$ cat src/hdl/hjb_pkg.sv
package hjb_pkg;

  localparam int unsigned MaxBuckets = 1024;
  localparam int unsigned MaxEntries = 64;
  localparam int unsigned BktW       = $clog2(MaxBuckets);
  localparam int unsigned EntW       = $clog2(MaxEntries);
  localparam int unsigned PtrW       = EntW + 1;
  localparam int unsigned CfgW       = 11;
  localparam int unsigned KeyW       = 32;
  localparam int unsigned WordW      = 64;
  localparam int unsigned DivCntW    = $clog2(KeyW);
  localparam logic [KeyW-1:0] HashMult = 32'd2654435761;

  typedef enum logic [1:0] {
    StInserted = 2'd0,
    StFull     = 2'd1,
    StMatch    = 2'd2,
    StNoMatch  = 2'd3
  } hjb_status_e;

  typedef enum logic [1:0] {
    OselIns,
    OselFull,
    OselPend,
    OselNoMatch
  } hjb_osel_e;

  typedef enum logic [3:0] {
    SClear,
    SIdle,
    SMul,
    SDivStart,
    SDiv,
    SHeadRd,
    SBranch,
    SBuild,
    SWalk,
    SEntWait
  } hjb_state_e;

  typedef struct packed {
    logic      clr_step;
    logic      in_load;
    logic      mul_go;
    logic      div_start;
    logic      head_rd;
    logic      build_commit;
    logic      walk_init;
    logic      ent_rd;
    logic      walk_adv;
    logic      out_load;
    hjb_osel_e out_sel;
    logic      out_last;
  } hjb_cmd_t;

  typedef struct packed {
    logic clr_last;
    logic div_done;
    logic is_probe;
    logic full;
    logic walk_end;
    logic key_eq;
    logic pend_v;
    logic out_free;
  } hjb_stat_t;

endpackage

$ cat src/hdl/hjb_ctrl.sv
module hjb_ctrl
  import hjb_pkg::*;
(
  input  logic      clk_i,
  input  logic      rst_ni,
  input  logic      in_valid_i,
  output logic      in_ready_o,
  input  hjb_stat_t stat_i,
  output hjb_cmd_t  cmd_o
);

  hjb_state_e state_q, state_d;

  always_ff @(posedge clk_i or negedge rst_ni) begin
    if (!rst_ni) begin
      state_q <= SClear;
    end else begin
      state_q <= state_d;
    end
  end

  always_comb begin
    state_d    = state_q;
    cmd_o      = '0;
    cmd_o.out_sel = OselIns;
    in_ready_o = 1'b0;
    unique case (state_q)
      SClear: begin
        cmd_o.clr_step = 1'b1;
        if (stat_i.clr_last) state_d = SIdle;
      end
      SIdle: begin
        in_ready_o = 1'b1;
        if (in_valid_i) begin
          cmd_o.in_load = 1'b1;
          state_d       = SMul;
        end
      end
      SMul: begin
        cmd_o.mul_go = 1'b1;
        state_d      = SDivStart;
      end
      SDivStart: begin
        cmd_o.div_start = 1'b1;
        state_d         = SDiv;
      end
      SDiv: begin
        if (stat_i.div_done) state_d = SHeadRd;
      end
      SHeadRd: begin
        cmd_o.head_rd = 1'b1;
        state_d       = SBranch;
      end
      SBranch: begin
        if (stat_i.is_probe) begin
          cmd_o.walk_init = 1'b1;
          state_d         = SWalk;
        end else begin
          state_d = SBuild;
        end
      end
      SBuild: begin
        if (stat_i.out_free) begin
          cmd_o.out_load = 1'b1;
          cmd_o.out_last = 1'b1;
          if (stat_i.full) begin
            cmd_o.out_sel = OselFull;
          end else begin
            cmd_o.out_sel      = OselIns;
            cmd_o.build_commit = 1'b1;
          end
          state_d = SIdle;
        end
      end
      SWalk: begin
        if (stat_i.walk_end) begin
          if (stat_i.out_free) begin
            cmd_o.out_load = 1'b1;
            cmd_o.out_last = 1'b1;
            cmd_o.out_sel  = stat_i.pend_v ? OselPend : OselNoMatch;
            state_d        = SIdle;
          end
        end else begin
          cmd_o.ent_rd = 1'b1;
          state_d      = SEntWait;
        end
      end
      SEntWait: begin
        if (stat_i.key_eq && stat_i.pend_v) begin
          if (stat_i.out_free) begin
            cmd_o.out_load = 1'b1;
            cmd_o.out_sel  = OselPend;
            cmd_o.walk_adv = 1'b1;
            state_d        = SWalk;
          end
        end else begin
          cmd_o.walk_adv = 1'b1;
          state_d        = SWalk;
        end
      end
      default: state_d = SIdle;
    endcase
  end

endmodule

$ cat config.mk
export PLATFORM = sky130hd
export DESIGN_NAME = hjb_ctrl
export DESIGN_NICKNAME = d
export VERILOG_FILES = /design/src/hdl/hjb_pkg.sv /design/src/hdl/hjb_ctrl.sv
export SDC_FILE = /design/constraint.sdc
export NUM_CORES = 1
export LEC_CHECK = 0
export ABC_AREA = 1
export BUFFER_PORTS_ARGS = -buffer_cell sky130_fd_sc_hd__clkbuf_2
export CAP_MARGIN = 20
export CORE_AREA = 2 2 39 41
export DETAILED_ROUTE_END_ITERATION = 7
export DIE_AREA = 0 0 41 43
export MAX_ROUTING_LAYER = met4
export PLACE_DENSITY = 0.73
export SLEW_MARGIN = 0
export SYNTH_ARGS = -nofsm -noshare
export SYNTH_HDL_FRONTEND = slang
export SYNTH_SLANG_ARGS = --single-unit
$ cat constraint.sdc
create_clock -name clk_i -period 2.2 [get_ports clk_i]
set_clock_uncertainty 0.1 [all_clocks]
set_input_delay 0.22 -clock clk_i [delete_from_list [all_inputs] [get_ports clk_i]]
set_output_delay 0.22 -clock clk_i [all_outputs]
set_load 0.02 [all_outputs]
======== Word-level counts from Yosys, hierarchy flattened ========
Index checks and enable logic that the tools add are counted.
operators by class
  order comparisons ....................... 0
  reductions and logical operators ........ 3
  shift operators ......................... 0
  $add $sub $neg .......................... 0
  $mul .................................... 0
  mux-type cells .......................... 34
  divide/modulo/power cells ............... 0
  bitwise logic cells ..................... 0
  equal/unequal tests ..................... 13
operator list
  kind                                            count
  two-way mux 4 bit                               12
  one-hot mux 4 bit (10 select lines)             1
  two-way mux 1 bit                               18
  == test 4 x 3 -> 1 bit (second input constant)  4
  one-hot mux 3 bit (3 select lines)              1
  == test 4 x 2 -> 1 bit (second input constant)  2
  == test 4 bit (second input constant)           2
  != test 2 bit (second input constant)           3
  == test 4 x 1 -> 1 bit (second input constant)  1
  zero test 4 bit                                 1
  AND reduction 4 bit                             1
  two-way mux 3 bit                               1
  != test 3 bit (second input constant)           1
  one-hot mux 1 bit (2 select lines)              1
  logical AND 1 bit                               1
storage, ports and cells
  output and inout bits ................... 14
  ROM bits ................................ 0
  logic and storage cells ................. 51
  bits in writable memories ............... 0
  flip-flop bits (word level) ............. 4
  latch bits .............................. 0
  input port bits ......................... 11
  memories ................................ 0

======== Logic depth before layout (Yosys ltp) ========
Gate-level depths: netlist (run 1).
  word-level depth ........................ 4
  mapped depth ............................ 10
  depth with buffers taken out ............ 9

======== Worst setup path after synthesis (run 1) ========
OpenSTA, ideal clock, no wires.
  path kind ............................... register to output
  from .................................... register state_q[0]
  to ...................................... output cmd_o[1] (netlist bit)
  slack ................................... 0.649 ns
  stages on the path, launching flop included .. 7
  buffers on the path ..................... 1
  arrival time ............................ 1.231 ns
  cells stage by stage .................... dfrtp_1 -> buf_4 -> nor2_2 -> inv_2 -> nor2_2 -> nand2_1 -> o21ai_1
RTL lines
  item                    line            source
  start, declared         hjb_ctrl.sv:12  hjb_state_e state_q, state_d;
  start signal, assigned  hjb_ctrl.sv:16  state_q <= SClear;
  start signal, assigned  hjb_ctrl.sv:18  state_q <= state_d;
  end, declared           hjb_ctrl.sv:9   output hjb_cmd_t cmd_o

==> results of run 1 <==
==> through the flow <==
stage | worst slack, ns | area [sq um] | power, mW
2_1_floorplan | 0.649 | 467 | 0.561
3_3_place_gp | 0.593 | 599 | 0.671
3_5_place_dp | 0.582 | 599 | 0.684
4_1_cts | 0.332 | 632 | 0.777
5_1_grt | 0.231 | 632 | 0.855
6_report | 0.327 | 632 | 0.777
==> synthesized netlist by cell type, drive strengths merged <==
cell and count:
dfrtp 4, o211ai 1, nand4 2, nor2 21, nand2 29, o21ai 4, inv 14, nor3 2
buf 1, o221ai 1, nand3 6
==> placed cells by master (no fill, tap or decap), drive strengths merged <==
master,netlist,layout
inv,14,14
nand3,6,6
nor2,21,21
nand4,2,2
o21ai,4,4
dlygate4sd3,0,1
nand2,29,29
nor3,2,2
o221ai,1,1
o211ai,1,1
dfrtp,4,4
clkbuf,0,27
==> layout make-up <==
class	instances	area, sq um	share of cell area [%]
multi-input combinational	66	307	48.5
timing repair buffer	25	130	20.6
sequential	4	100	15.8
inverter	14	52.6	8.32
clock buffer	3	22.5	3.56
tap	16	20.0	3.17
==> where the power goes <==
part           internal, mW  switching, mW  total, mW  leakage (nW)
Combinational         0.173          0.346      0.519         0.331
Sequential            0.107         0.0635      0.170        0.0506
Clock                0.0607         0.0260     0.0868        0.0138
==> layer usage <==
metal,wire (um),global-route usage [%]
met5,0,-
met1,602,20.3
met3,36,3.14
met4,16,4.00
met2,604,24.7
==> critical path, cell delays in order (launching register included) <==
cell	delay [ns]
sky130_fd_sc_hd__dfrtp_1	0.48
sky130_fd_sc_hd__nor2_2	0.24
sky130_fd_sc_hd__inv_2	0.06
sky130_fd_sc_hd__nor2_2	0.12
sky130_fd_sc_hd__nand2_1	0.12
sky130_fd_sc_hd__o21ai_1	0.13
sky130_fd_sc_hd__clkbuf_2	0.18
==> final timing paths <==
| path | end | depth (start not counted) |
|---|---|---|
| min in group clk_i | state_q[2]$_DFFE_PN0P_ | 4 |
| setup reg to reg | state_q[0]$_DFFE_PN0P_ | 7 |
| hold reg to reg | state_q[2]$_DFFE_PN0P_ | 2 |
| setup / recovery | cmd_o[1] | 6 |
| max in group asynchronous | state_q[0]$_DFFE_PN0P_ | 2 |
| hold / removal | state_q[1]$_DFFE_PN0P_ | 2 |
==> repair_timing <==
item | in CTS | in global routing
resized for setup | 0 | 0
hold buffers | 1 | 0
endpoints found under the hold margin | 4 | 0
==> kinds of logic (layout without fill, tap and decap cells) <==
group	count (synthesis)	count (layout)	share of synthesized area [%]
and+or+nand+nor	60	60	57.1
AOI/OAI and AO/OA	6	6	8.58
DFF	4	4	21.4
buffers and inverters	15	42	12.9
==> report_table.html, run 1 <==
<table>
<tr><th>Metric</th><th>Value</th></tr>
<tr><th colspan="2">Final layout</th></tr>
<tr><td>Post-Layout Cell Count</td><td>128</td></tr>
<tr><td>Fill cell count</td><td>between 150 and 200</td></tr>
<tr><td>Area growth from synthesis to layout</td><td>35.4%</td></tr>
<tr><td>Final core utilization</td><td>45.7%</td></tr>
<tr><td>Flip-flop count of the largest register, all copies and words added</td><td>4</td></tr>
<tr><td>Share of post-route cells with drive strength above 1</td><td>roughly a third</td></tr>
<tr><td>Post-layout nets</td><td>125</td></tr>
<tr><td>Leading registers by flop count</td><td>state_q (4)</td></tr>
<tr><td>Antenna diode count</td><td>0</td></tr>
<tr><td>Top register by number of flip-flops</td><td>state_q</td></tr>
<tr><th colspan="2">Global route</th></tr>
<tr><td>Total global routing overflow</td><td>0</td></tr>
<tr><td>Antenna violations before repair</td><td>0</td></tr>
<tr><td>First-pass GRT wire length</td><td>~1.9 mm</td></tr>
<tr><td>Maximum number of pins on one net before global-route repair</td><td>9</td></tr>
<tr><td>GRT Total Usage</td><td>15.8%</td></tr>
<tr><td>Vias in the first global route</td><td>480</td></tr>
<tr><th colspan="2">Critical path</th></tr>
<tr><td>Data required time at the worst endpoint</td><td>1.88 ns</td></tr>
<tr><td>Origin of the worst setup path</td><td>state_q[0]$_DFFE_PN0P_</td></tr>
<tr><td>Startpoint of the most critical register-to-register path</td><td>state_q[0]$_DFFE_PN0P_</td></tr>
<tr><td>Worst Path Max Fanout</td><td>8</td></tr>
<tr><td>Worst setup path class</td><td>flip-flop to output port</td></tr>
<tr><td>CP startpoint kind</td><td>flip-flop</td></tr>
<tr><td>Arr. time, crit path</td><td>1.55 ns</td></tr>
<tr><td>Reg-to-reg slack, setup</td><td>between 0.7 and 0.8 ns</td></tr>
<tr><td>Category of the worst setup path capture point</td><td>output port</td></tr>
<tr><th colspan="2">Power and ir drop</th></tr>
<tr><td>Standby leakage power</td><td>0.395 nW</td></tr>
<tr><td>Ratio of total power to cell area</td><td>1230 nW/um^2</td></tr>
<tr><td>Peak supply drop</td><td>0.418 mV</td></tr>
<tr><th colspan="2">Die</th></tr>
<tr><td>Top-level port count</td><td>25</td></tr>
<tr><td>Area of the die</td><td>1760 sq um</td></tr>
<tr><td>Core box area</td><td>1380 sq um</td></tr>
<tr><td>Die W</td><td>41 um</td></tr>
<tr><td>Initial core utilization</td><td>33.7%</td></tr>
<tr><td>Number of standard-cell rows in the floorplan</td><td>14</td></tr>
<tr><td>Vertical die dimension</td><td>43 um</td></tr>
<tr><th colspan="2">Clock tree</th></tr>
<tr><td>Clock latency of the later-clocked register in the worst-skew pair</td><td>0.23 ns</td></tr>
<tr><td>Setup fix buffers added after clock tree synthesis</td><td>0</td></tr>
<tr><td>Deepest clock path buffer count</td><td>2</td></tr>
<tr><td>Sinks on Clock Net</td><td>4</td></tr>
<tr><td>Clock buffers created by TritonCTS</td><td>3</td></tr>
<tr><td>Count of H-tree levels built during CTS</td><td>1</td></tr>
<tr><td>CTS tree</td><td>yes</td></tr>
<tr><td>CTS clock-pin slew for the worst setup and hold paths</td><td>~0.04 ns</td></tr>
<tr><td>Root Driver</td><td>sky130_fd_sc_hd__clkbuf_4</td></tr>
<tr><th colspan="2">Route</th></tr>
<tr><td>Wire length after detailed routing</td><td>1.26 mm</td></tr>
<tr><td>First-pass detailed-route iteration total</td><td>4</td></tr>
<tr><td>Antenna viol nets, final</td><td>0</td></tr>
<tr><td>Count of routing violations after the opening detailed-route iteration</td><td>9</td></tr>
<tr><td>Remaining routing DRC violations</td><td>0</td></tr>
<tr><td>WL/cell</td><td>9.84 um</td></tr>
<tr><td>Via-to-Cell Ratio</td><td>~4.6</td></tr>
<tr><td>Via Count</td><td>593</td></tr>
<tr><th colspan="2">Yosys</th></tr>
<tr><td>Number of storage elements in the synthesis netlist</td><td>4</td></tr>
<tr><td>Synthesized area</td><td>467 sq um</td></tr>
<tr><td>Share of the synthesized area in the top cell type</td><td>22.5%</td></tr>
<tr><td>Top area cells in the synthesized netlist</td><td>sky130_fd_sc_hd__nand2_1 (23%), sky130_fd_sc_hd__dfrtp_1 (21%), sky130_fd_sc_hd__nor2_1 (13%), sky130_fd_sc_hd__inv_1 (8.0%), sky130_fd_sc_hd__nor2_2 (6.7%)</td></tr>
<tr><td>Number of distinct standard cells referenced by the synthesized netlist</td><td>16</td></tr>
<tr><td>Post-Synthesis Net Count</td><td>96</td></tr>
<tr><td>Post-synth top area cell</td><td>sky130_fd_sc_hd__nand2_1</td></tr>
<tr><td>YS warnings</td><td>0</td></tr>
<tr><td>Post-synthesis cell count</td><td>85</td></tr>
<tr><td>Average cell area after synthesis</td><td>5.49 sq um</td></tr>
<tr><td>Register area share after synthesis</td><td>21.4%</td></tr>
<tr><th colspan="2">STA</th></tr>
<tr><td>Max Fclk</td><td>0.534 GHz</td></tr>
<tr><td>Shortest period the worst path allows</td><td>1.87 ns</td></tr>
<tr><td>Tightest Pin Transition</td><td>0.320 ns</td></tr>
<tr><td>Total of endpoints with negative setup slack in the final report</td><td>0</td></tr>
<tr><td>Final hold vios</td><td>0</td></tr>
<tr><td>Unrepaired setup endpoints after global routing</td><td>no</td></tr>
<tr><td>Final-layout worst hold slack</td><td>0.228 ns</td></tr>
<tr><td>Max-slew violation count</td><td>0</td></tr>
<tr><td>Final clock period utilization by the worst path</td><td>between 80% and 90%</td></tr>
<tr><td>Final setup TNS</td><td>0 ns</td></tr>
<tr><td>Relative slew margins</td><td>78.6%</td></tr>
<tr><th colspan="2">Placement</th></tr>
<tr><td>HPWL reported at the end of detailed placement</td><td>1.07 mm</td></tr>
<tr><td># placed instances</td><td>124</td></tr>
<tr><td>IO Port Bufs</td><td>24</td></tr>
<tr><td>Gp weighted congestion</td><td>0.887</td></tr>
<tr><th colspan="2">Run</th></tr>
<tr><td>Max-capacitance violation count</td><td>0</td></tr>
<tr><th colspan="2">Run status</th></tr>
<tr><td>Status</td><td>finished clean</td></tr>
<tr><th colspan="2">Hold path</th></tr>
<tr><td>Worst min-delay path category</td><td>input port to asynchronous set/reset pin</td></tr>
</table>
Power figures use the tool's default switching activity.
==> inputs of run 2 (changes only) <==
- CORE_AREA: 2 2 39 41 -> 4 4 41 43
- DIE_AREA: 0 0 41 43 -> 0 0 45 47
- PLACE_DENSITY: 0.73 -> 0.76
- clock period: 2.2 -> 1.6 ns (I/O delays scaled with it)
==> run 2 against run 1 <==
Cell count increased by 9.4%. Via count increased by 17%. Wire length is 39% higher. Sequential share of layout area fell by 3.7 points. Clock power grew 42%. The run now ends with setup timing left. Register-to-register slack lost 0.65 ns. Critical path type unchanged. Combinational power rose by 110%. Worst hold slack worse by 0.066 ns. First-iteration DRC count grew 33%. Non-clock buffer count up 13. Core utilization increased by 20 points. Critical endpoint is now cmd_o[7]. Sequential power up 39%.
==> report_table.html, run 2 (synthesized netlist as in run 1, its figures left out) <==
<table>
<tr><th>Metric</th><th>Value</th></tr>
<tr><th colspan="2">Placement</th></tr>
<tr><td>Placed cell areas</td><td>598 sq um (-0.21%)</td></tr>
<tr><td>IO Port Bufs</td><td>24 (unchanged)</td></tr>
<tr><td>Gp weighted congestion</td><td>0.884 (-0.43%)</td></tr>
<tr><td>Pre-CTS setup slack</td><td>0.0416 ns (-0.540 ns)</td></tr>
<tr><td>HPWL reported at the end of detailed placement</td><td>1.04 mm (-2.7%)</td></tr>
<tr><th colspan="2">Clock tree</th></tr>
<tr><td>Count of H-tree levels built during CTS</td><td>1 (unchanged)</td></tr>
<tr><td>Clock latency of the later-clocked register in the worst-skew pair</td><td>0.23 ns (about the same)</td></tr>
<tr><td>Root Driver</td><td>sky130_fd_sc_hd__clkbuf_4</td></tr>
<tr><td>CTS tree</td><td>yes</td></tr>
<tr><td>CTS clock-pin slew for the worst setup and hold paths</td><td>0.04 ns (about the same)</td></tr>
<tr><td>Deepest clock path buffer count</td><td>2 (unchanged)</td></tr>
<tr><td>Sinks on Clock Net</td><td>4 (unchanged)</td></tr>
<tr><td>Clock buffers created by TritonCTS</td><td>3 (unchanged)</td></tr>
<tr><th colspan="2">STA</th></tr>
<tr><td>Tightest Pin Transition</td><td>0.259 ns (-0.0613 ns)</td></tr>
<tr><td>Total of endpoints with negative setup slack in the final report</td><td>5 (+5)</td></tr>
<tr><td>Final setup TNS</td><td>-0.184 ns (-0.184 ns)</td></tr>
<tr><td>Final clock period utilization by the worst path</td><td>105%</td></tr>
<tr><td>Shortest period the worst path allows</td><td>1.67 ns</td></tr>
<tr><td>Smallest setup slack after layout</td><td>-0.0741 ns (-0.401 ns)</td></tr>
<tr><td>Relative slew margins</td><td>82.7% (+4.0 points)</td></tr>
<tr><td>Max Fclk</td><td>0.597 GHz</td></tr>
<tr><td>Final hold vios</td><td>0 (unchanged)</td></tr>
<tr><td>Max-slew violation count</td><td>0 (unchanged)</td></tr>
<tr><td>Unrepaired setup endpoints after global routing</td><td>yes</td></tr>
<tr><th colspan="2">Route</th></tr>
<tr><td>Remaining routing DRC violations</td><td>0 (unchanged)</td></tr>
<tr><td>Antenna viol nets, final</td><td>0 (unchanged)</td></tr>
<tr><td>First-pass detailed-route iteration total</td><td>4 (unchanged)</td></tr>
<tr><td>Via-to-Cell Ratio</td><td>4.94 (+6.7%)</td></tr>
<tr><td>Count of routing violations after the opening detailed-route iteration</td><td>12 (+3)</td></tr>
<tr><td>WL/cell</td><td>12.5 um (+27%)</td></tr>
<tr><td>Wire length after detailed routing</td><td>1.75 mm (+39%)</td></tr>
<tr><td>Via Count</td><td>692 (+17%)</td></tr>
<tr><th colspan="2">Critical path</th></tr>
<tr><td>Startpoint of the most critical register-to-register path</td><td>state_q[2]$_DFFE_PN0P_</td></tr>
<tr><td>Data required time at the worst endpoint</td><td>1.34 ns (-0.54 ns)</td></tr>
<tr><td>Capturing point of the worst reg2reg path</td><td>state_q[0]$_DFFE_PN0P_</td></tr>
<tr><td>Category of the worst setup path capture point</td><td>output port</td></tr>
<tr><td>End of the critical path</td><td>cmd_o[7]</td></tr>
<tr><td>Origin of the worst setup path</td><td>state_q[0]$_DFFE_PN0P_</td></tr>
<tr><td>Worst Path Max Fanout</td><td>4 (-4)</td></tr>
<tr><td>CP startpoint kind</td><td>flip-flop</td></tr>
<tr><td>Arr. time, crit path</td><td>1.41 ns (-0.14 ns)</td></tr>
<tr><td>Reg-to-reg slack, setup</td><td>0.11 ns (-0.65 ns)</td></tr>
<tr><td>Depth of the most critical reg-to-reg path</td><td>8 (+1)</td></tr>
<tr><td>Worst setup path class</td><td>flip-flop to output port</td></tr>
<tr><th colspan="2">Power and ir drop</th></tr>
<tr><td>Peak supply drop</td><td>0.849 mV (+100%)</td></tr>
<tr><td>Standby leakage power</td><td>0.493 nW (+25%)</td></tr>
<tr><td>Overall power consumption</td><td>1.45 mW (+87%)</td></tr>
<tr><td>Ratio of total power to cell area</td><td>1690 nW/um^2 (+38%)</td></tr>
<tr><th colspan="2">Global route</th></tr>
<tr><td>Vias in the first global route</td><td>572 (+19%)</td></tr>
<tr><td>Antenna violations before repair</td><td>0 (unchanged)</td></tr>
<tr><td>First-pass GRT wire length</td><td>2.37 mm (+26%)</td></tr>
<tr><td>GRT Total Usage</td><td>15.5% (-0.29 points)</td></tr>
<tr><td>Total global routing overflow</td><td>0 (unchanged)</td></tr>
<tr><td>Maximum number of pins on one net before global-route repair</td><td>8 (-1)</td></tr>
<tr><th colspan="2">Hold path</th></tr>
<tr><td>Worst min-delay path category</td><td>input port to asynchronous set/reset pin</td></tr>
<tr><th colspan="2">Die</th></tr>
<tr><td>Vertical die dimension</td><td>47 um (+9.3%)</td></tr>
<tr><td>Die W</td><td>45 um (+9.8%)</td></tr>
<tr><td>Initial core utilization</td><td>35.9% (+2.1 points)</td></tr>
<tr><td>Core box area</td><td>1300 sq um (-6.0%)</td></tr>
<tr><td>Number of standard-cell rows in the floorplan</td><td>13 (-1)</td></tr>
<tr><td>Top-level port count</td><td>25 (unchanged)</td></tr>
<tr><td>Area of the die</td><td>2120 sq um (+20%)</td></tr>
<tr><th colspan="2">Final layout</th></tr>
<tr><td>Most common cell after layout, fill and taps aside</td><td>sky130_fd_sc_hd__nand2_1</td></tr>
<tr><td>Most used cells in the layout excluding fill and tap cells</td><td>sky130_fd_sc_hd__nand2_1 (23), sky130_fd_sc_hd__buf_4 (16), sky130_fd_sc_hd__nor2_1 (13), sky130_fd_sc_hd__clkbuf_2 (13), sky130_fd_sc_hd__inv_1 (8)</td></tr>
<tr><td>Top register by number of flip-flops</td><td>state_q</td></tr>
<tr><td>Final core utilization</td><td>65.9% (+20 points)</td></tr>
<tr><td>Combined area of the multi-input logic cells</td><td>379 sq um (+24%)</td></tr>
<tr><td>Post-layout nets</td><td>138 (+10%)</td></tr>
<tr><td>Area growth from synthesis to layout</td><td>83.6%</td></tr>
<tr><td>Final design instance area without fill</td><td>857 sq um (+36%)</td></tr>
<tr><td>Leading registers by flop count</td><td>state_q (4)</td></tr>
<tr><td>Fill cell count</td><td>106 (-30%)</td></tr>
<tr><td>Sequential cell area</td><td>104 sq um (+3.8%)</td></tr>
<tr><td>Share of post-route cells with drive strength above 1</td><td>54.4% (+20 points)</td></tr>
<tr><td>Antenna diode count</td><td>0 (unchanged)</td></tr>
<tr><td>Flip-flop count of the largest register, all copies and words added</td><td>4 (unchanged)</td></tr>
<tr><th colspan="2">Run</th></tr>
<tr><td>Max-capacitance violation count</td><td>0 (unchanged)</td></tr>
<tr><th colspan="2">Run status</th></tr>
<tr><td>Failing checks</td><td>setup timing</td></tr>
<tr><td>Status</td><td>finished, violations left</td></tr>
</table>
run 2: how the worst min path moves through the flow:
| stage | startpoint | to |
|---|---|---|
| after floorplan | rst_ni | state_q[0]$_DFFE_PN0P_ |
| after global placement | rst_ni | state_q[1]$_DFFE_PN0P_ |
| after detailed placement | rst_ni | state_q[1]$_DFFE_PN0P_ |
| after CTS | rst_ni | state_q[2]$_DFFE_PN0P_ |
| after global routing | rst_ni | state_q[0]$_DFFE_PN0P_ |
| final | rst_ni | state_q[2]$_DFFE_PN0P_ |
run 2: cell type report:
| type | count | area share, % |
|---|---|---|
| Sequential cell | 4 | 12.1 |
| Clock buffer | 3 | 2.63 |
| Multi-Input combinational cell | 66 | 44.2 |
| Tap cell | 15 | 2.19 |
| Inverter | 14 | 6.42 |
| Timing Repair Buffer | 38 | 32.4 |
run 2: through the flow:
step           hold WS, ns  cells
2_1_floorplan       -0.236     85
4_1_cts              0.159    134
5_1_grt              0.174    140
3_5_place_dp        -0.131    123
3_3_place_gp        -0.133    123
6_report             0.163    140
run 2: worst max-delay path, cell delays in order, from the launching register on:
cell	delay [ns]
sky130_fd_sc_hd__dfrtp_2	0.40
sky130_fd_sc_hd__buf_4	0.15
sky130_fd_sc_hd__nand2_1	0.10
sky130_fd_sc_hd__nor2_4	0.16
sky130_fd_sc_hd__nand2_2	0.09
sky130_fd_sc_hd__nor2_1	0.11
sky130_fd_sc_hd__clkbuf_4	0.17
run 2: power breakdown:
group          internal (mW)  switching (mW)  leakage, nW
registers              0.154          0.0826       0.0468
logic                  0.460           0.631        0.433
clock network         0.0838          0.0392       0.0138
run 2: timing repair:
action,4_1_cts,5_1_grt
hold buffers,1,0
endpoints found under the hold margin,4,0
pin swaps,6,8
resized for setup,19,31
endpoints found under the setup margin,9,11
buffers inserted,7,6
run 2: per-layer routing:
metal / routed length [um] / global-route usage (%) / vias to the layer above / share of wire (%)
met1: 734 / 19.0 / 318 / 42
li1: - / - / 346 / -
met2: 884 / 26.6 / 25 / 51
met3: 110 / 3.83 / 3 / 6.3
met4: 19 / 1.75 / 0 / 1.1
met5: 0 / - / - / 0
==> inputs of run 3 (changes only) <==
- REMOVE_ABC_BUFFERS: unset -> 1
- TNS_END_PERCENT: unset -> 1
==> run 3 against run 2 <==
The flow still finishes with violations (setup timing). Global-route usage is 0.25 points lower. Cell count is 5.0% lower. Non-clock buffer count is 7 lower. Critical endpoint is now cmd_o[6]. Sequential power hardly changed. Via count is 4.3% lower. Critical path depth is 1 lower. Flip-flop and latch count stayed put. Sequential share of layout area is 2.0 points higher. Cell area is 13% lower. Setup slack better by 0.030 ns. Clock power hardly changed. Fmax is 1.8% higher.
==> report_table.html, run 3 (synthesized netlist as in run 1, its figures left out) <==
<table>
<tr><th>Metric</th><th>Value</th></tr>
<tr><th colspan="2">Global route</th></tr>
<tr><td>First-pass GRT wire length</td><td>2.29 mm (-3.2%)</td></tr>
<tr><td>GRT Total Usage</td><td>15.3% (-0.25 points)</td></tr>
<tr><td>Vias in the first global route</td><td>590 (+3.1%)</td></tr>
<tr><td>Antenna violations before repair</td><td>0 (unchanged)</td></tr>
<tr><td>Maximum number of pins on one net before global-route repair</td><td>8 (unchanged)</td></tr>
<tr><td>Total global routing overflow</td><td>0 (unchanged)</td></tr>
<tr><th colspan="2">STA</th></tr>
<tr><td>Smallest setup slack after layout</td><td>-0.0444 ns (+0.0297 ns)</td></tr>
<tr><td>Final setup TNS</td><td>-0.134 ns (+0.0504 ns)</td></tr>
<tr><td>Unrepaired setup endpoints after global routing</td><td>yes</td></tr>
<tr><td>Max Fclk</td><td>0.608 GHz (+1.8%)</td></tr>
<tr><td>Shortest period the worst path allows</td><td>1.64 ns (-0.0297 ns)</td></tr>
<tr><td>Final hold vios</td><td>0 (unchanged)</td></tr>
<tr><td>Total of endpoints with negative setup slack in the final report</td><td>5 (unchanged)</td></tr>
<tr><td>Max-slew violation count</td><td>0 (unchanged)</td></tr>
<tr><td>Relative slew margins</td><td>83.5% (+0.87 points)</td></tr>
<tr><td>Final clock period utilization by the worst path</td><td>103% (-1.9 points)</td></tr>
<tr><td>Tightest Pin Transition</td><td>0.245 ns (-0.0137 ns)</td></tr>
<tr><td>Final-layout worst hold slack</td><td>0.167 ns (+0.00449 ns)</td></tr>
<tr><th colspan="2">Clock tree</th></tr>
<tr><td>CTS tree</td><td>yes</td></tr>
<tr><td>Count of H-tree levels built during CTS</td><td>1 (unchanged)</td></tr>
<tr><td>CTS clock-pin slew for the worst setup and hold paths</td><td>0.04 ns (about the same)</td></tr>
<tr><td>Clock latency of the later-clocked register in the worst-skew pair</td><td>0.24 ns (about the same)</td></tr>
<tr><td>Deepest clock path buffer count</td><td>2 (unchanged)</td></tr>
<tr><td>Sinks on Clock Net</td><td>4 (unchanged)</td></tr>
<tr><td>Root Driver</td><td>sky130_fd_sc_hd__clkbuf_4</td></tr>
<tr><td>Clock buffers created by TritonCTS</td><td>3 (unchanged)</td></tr>
<tr><th colspan="2">Final layout</th></tr>
<tr><td>Post-layout nets</td><td>131 (-5.1%)</td></tr>
<tr><td>Most common cell after layout, fill and taps aside</td><td>sky130_fd_sc_hd__nand2_1</td></tr>
<tr><td>Leading registers by flop count</td><td>state_q (4)</td></tr>
<tr><td>Antenna diode count</td><td>0 (unchanged)</td></tr>
<tr><td>Flip-flop count of the largest register, all copies and words added</td><td>4 (unchanged)</td></tr>
<tr><td>Final core utilization</td><td>57.4% (-8.5 points)</td></tr>
<tr><td>Top register by number of flip-flops</td><td>state_q</td></tr>
<tr><td>Fill cell count</td><td>133 (+25%)</td></tr>
<tr><td>Combined area of the multi-input logic cells</td><td>348 sq um (-8.3%)</td></tr>
<tr><td>Sequential cell area</td><td>105 sq um (+1.2%)</td></tr>
<tr><td>Most used cells in the layout excluding fill and tap cells</td><td>sky130_fd_sc_hd__nand2_1 (25), sky130_fd_sc_hd__clkbuf_2 (16), sky130_fd_sc_hd__nor2_1 (14), sky130_fd_sc_hd__inv_1 (10), sky130_fd_sc_hd__buf_4 (9)</td></tr>
<tr><td>Share of post-route cells with drive strength above 1</td><td>46.6% (-7.8 points)</td></tr>
<tr><td>Area growth from synthesis to layout</td><td>60.1%</td></tr>
<tr><th colspan="2">Route</th></tr>
<tr><td>Via Count</td><td>662 (-4.3%)</td></tr>
<tr><td>Count of routing violations after the opening detailed-route iteration</td><td>33 (+21)</td></tr>
<tr><td>Wire length after detailed routing</td><td>1.43 mm (-18%)</td></tr>
<tr><td>WL/cell</td><td>10.7 um (-14%)</td></tr>
<tr><td>Antenna viol nets, final</td><td>0 (unchanged)</td></tr>
<tr><td>Via-to-Cell Ratio</td><td>4.98 (+0.70%)</td></tr>
<tr><td>Remaining routing DRC violations</td><td>0 (unchanged)</td></tr>
<tr><td>First-pass detailed-route iteration total</td><td>4 (unchanged)</td></tr>
<tr><th colspan="2">Critical path</th></tr>
<tr><td>Buf/Inv on CP</td><td>2 (unchanged)</td></tr>
<tr><td>Capturing point of the worst reg2reg path</td><td>state_q[0]$_DFFE_PN0P_</td></tr>
<tr><td>Depth of the most critical reg-to-reg path</td><td>10 (+2)</td></tr>
<tr><td>Maximum cell stage delay along the critical path</td><td>0.43 ns (+0.03 ns)</td></tr>
<tr><td>Critical-path top delay cell</td><td>sky130_fd_sc_hd__dfrtp_2</td></tr>
<tr><td>Family with the most delay on the worst path</td><td>flip-flops</td></tr>
<tr><td>Category of the worst setup path capture point</td><td>output port</td></tr>
<tr><td>CP startpoint kind</td><td>flip-flop</td></tr>
<tr><td>Startpoint of the most critical register-to-register path</td><td>state_q[0]$_DFFE_PN0P_</td></tr>
<tr><td>Arr. time, crit path</td><td>1.38 ns (-0.03 ns)</td></tr>
<tr><td>Worst Path Max Fanout</td><td>4 (unchanged)</td></tr>
<tr><td>Reg-to-reg slack, setup</td><td>0.16 ns (+0.05 ns)</td></tr>
<tr><td>Cell-by-cell listing of the critical path</td><td>buf_4 &gt; nor3_4 &gt; nand2_1 &gt; nor2_1 &gt; clkbuf_4</td></tr>
<tr><td>Worst setup path class</td><td>flip-flop to output port</td></tr>
<tr><td>Data required time at the worst endpoint</td><td>1.34 ns (about the same)</td></tr>
<tr><th colspan="2">Die</th></tr>
<tr><td>Number of standard-cell rows in the floorplan</td><td>13 (unchanged)</td></tr>
<tr><td>Core box area</td><td>1300 sq um (unchanged)</td></tr>
<tr><td>Die W</td><td>45 um (unchanged)</td></tr>
<tr><td>Top-level port count</td><td>25 (unchanged)</td></tr>
<tr><td>Initial core utilization</td><td>35.9% (unchanged)</td></tr>
<tr><td>Vertical die dimension</td><td>47 um (unchanged)</td></tr>
<tr><td>Area of the die</td><td>2120 sq um (unchanged)</td></tr>
<tr><th colspan="2">Placement</th></tr>
<tr><td>HPWL reported at the end of detailed placement</td><td>1.07 mm (+2.9%)</td></tr>
<tr><td>Pre-CTS setup slack</td><td>0.0337 ns (-0.00795 ns)</td></tr>
<tr><td>IO Port Bufs</td><td>24 (unchanged)</td></tr>
<tr><td>Gp weighted congestion</td><td>0.841 (-4.9%)</td></tr>
<tr><th colspan="2">Power and ir drop</th></tr>
<tr><td>Overall power consumption</td><td>1.26 mW (-13%)</td></tr>
<tr><td>Standby leakage power</td><td>0.441 nW (-11%)</td></tr>
<tr><td>Ratio of total power to cell area</td><td>1690 nW/um^2 (-0.28%)</td></tr>
<tr><td>Peak supply drop</td><td>0.826 mV (-2.7%)</td></tr>
<tr><th colspan="2">Hold path</th></tr>
<tr><td>Worst min-delay path category</td><td>input port to asynchronous set/reset pin</td></tr>
<tr><th colspan="2">Run status</th></tr>
<tr><td>Status</td><td>finished, violations left</td></tr>
<tr><td>Failing checks</td><td>setup timing</td></tr>
<tr><th colspan="2">Run</th></tr>
<tr><td>Max-capacitance violation count</td><td>0 (unchanged)</td></tr>
</table>
==> run 3: how the worst max path moves through the flow <==
stage                                 from        to  slack, ns  cells after the start
global route        state_q[1]$_DFFE_PN0P_  cmd_o[2]      -0.12                      6
finish              state_q[0]$_DFFE_PN0P_  cmd_o[6]      -0.04                      5
global placement    state_q[0]$_DFFE_PN0P_  cmd_o[1]       0.04                      6
CTS                 state_q[1]$_DFFE_PN0P_  cmd_o[1]      -0.04                      6
detailed placement  state_q[0]$_DFFE_PN0P_  cmd_o[1]       0.03                      6
floorplan           state_q[0]$_DFFE_PN0P_  cmd_o[1]       0.12                      5
==> run 3: metal layers <==
metal | part of all wire, % | vias up | global-route usage [%]
met5 | 0 | - | -
met4 | 0.91 | 0 | 5.85
met3 | 10 | 2 | 1.53
met2 | 53 | 32 | 27.1
met1 | 36 | 295 | 17.7
li1 | - | 333 | -
==> run 3: through the flow <==
stage / cells / cell area (sq um)
global route: 133 / 747
CTS: 133 / 722
detailed placement: 123 / 598
global placement: 123 / 598
finish: 133 / 747
floorplan: 84 / 459
==> run 3: cell type report <==
type,count,area share (%)
clock buffers,3,3.02
inverters,14,7.71
multi-input cells,66,46.6
flip-flops and latches,4,14.1
well taps,15,2.51
repair buffers,31,26.1
==> run 3: what timing repair did <==
item | 4_1_cts | 5_1_grt
hold buffers | 1 | 0
endpoints found under the setup margin | 9 | 9
hold endpoints to repair | 4 | 0
resized for setup | 17 | 11
pin swaps | 5 | 1
setup buffers | 6 | 0
==> run 3: report_power, final <==
group	internal, mW	switching (mW)	total (mW)
clock	0.0840	0.0425	0.126
combinational	0.343	0.551	0.895
sequential	0.156	0.0837	0.239
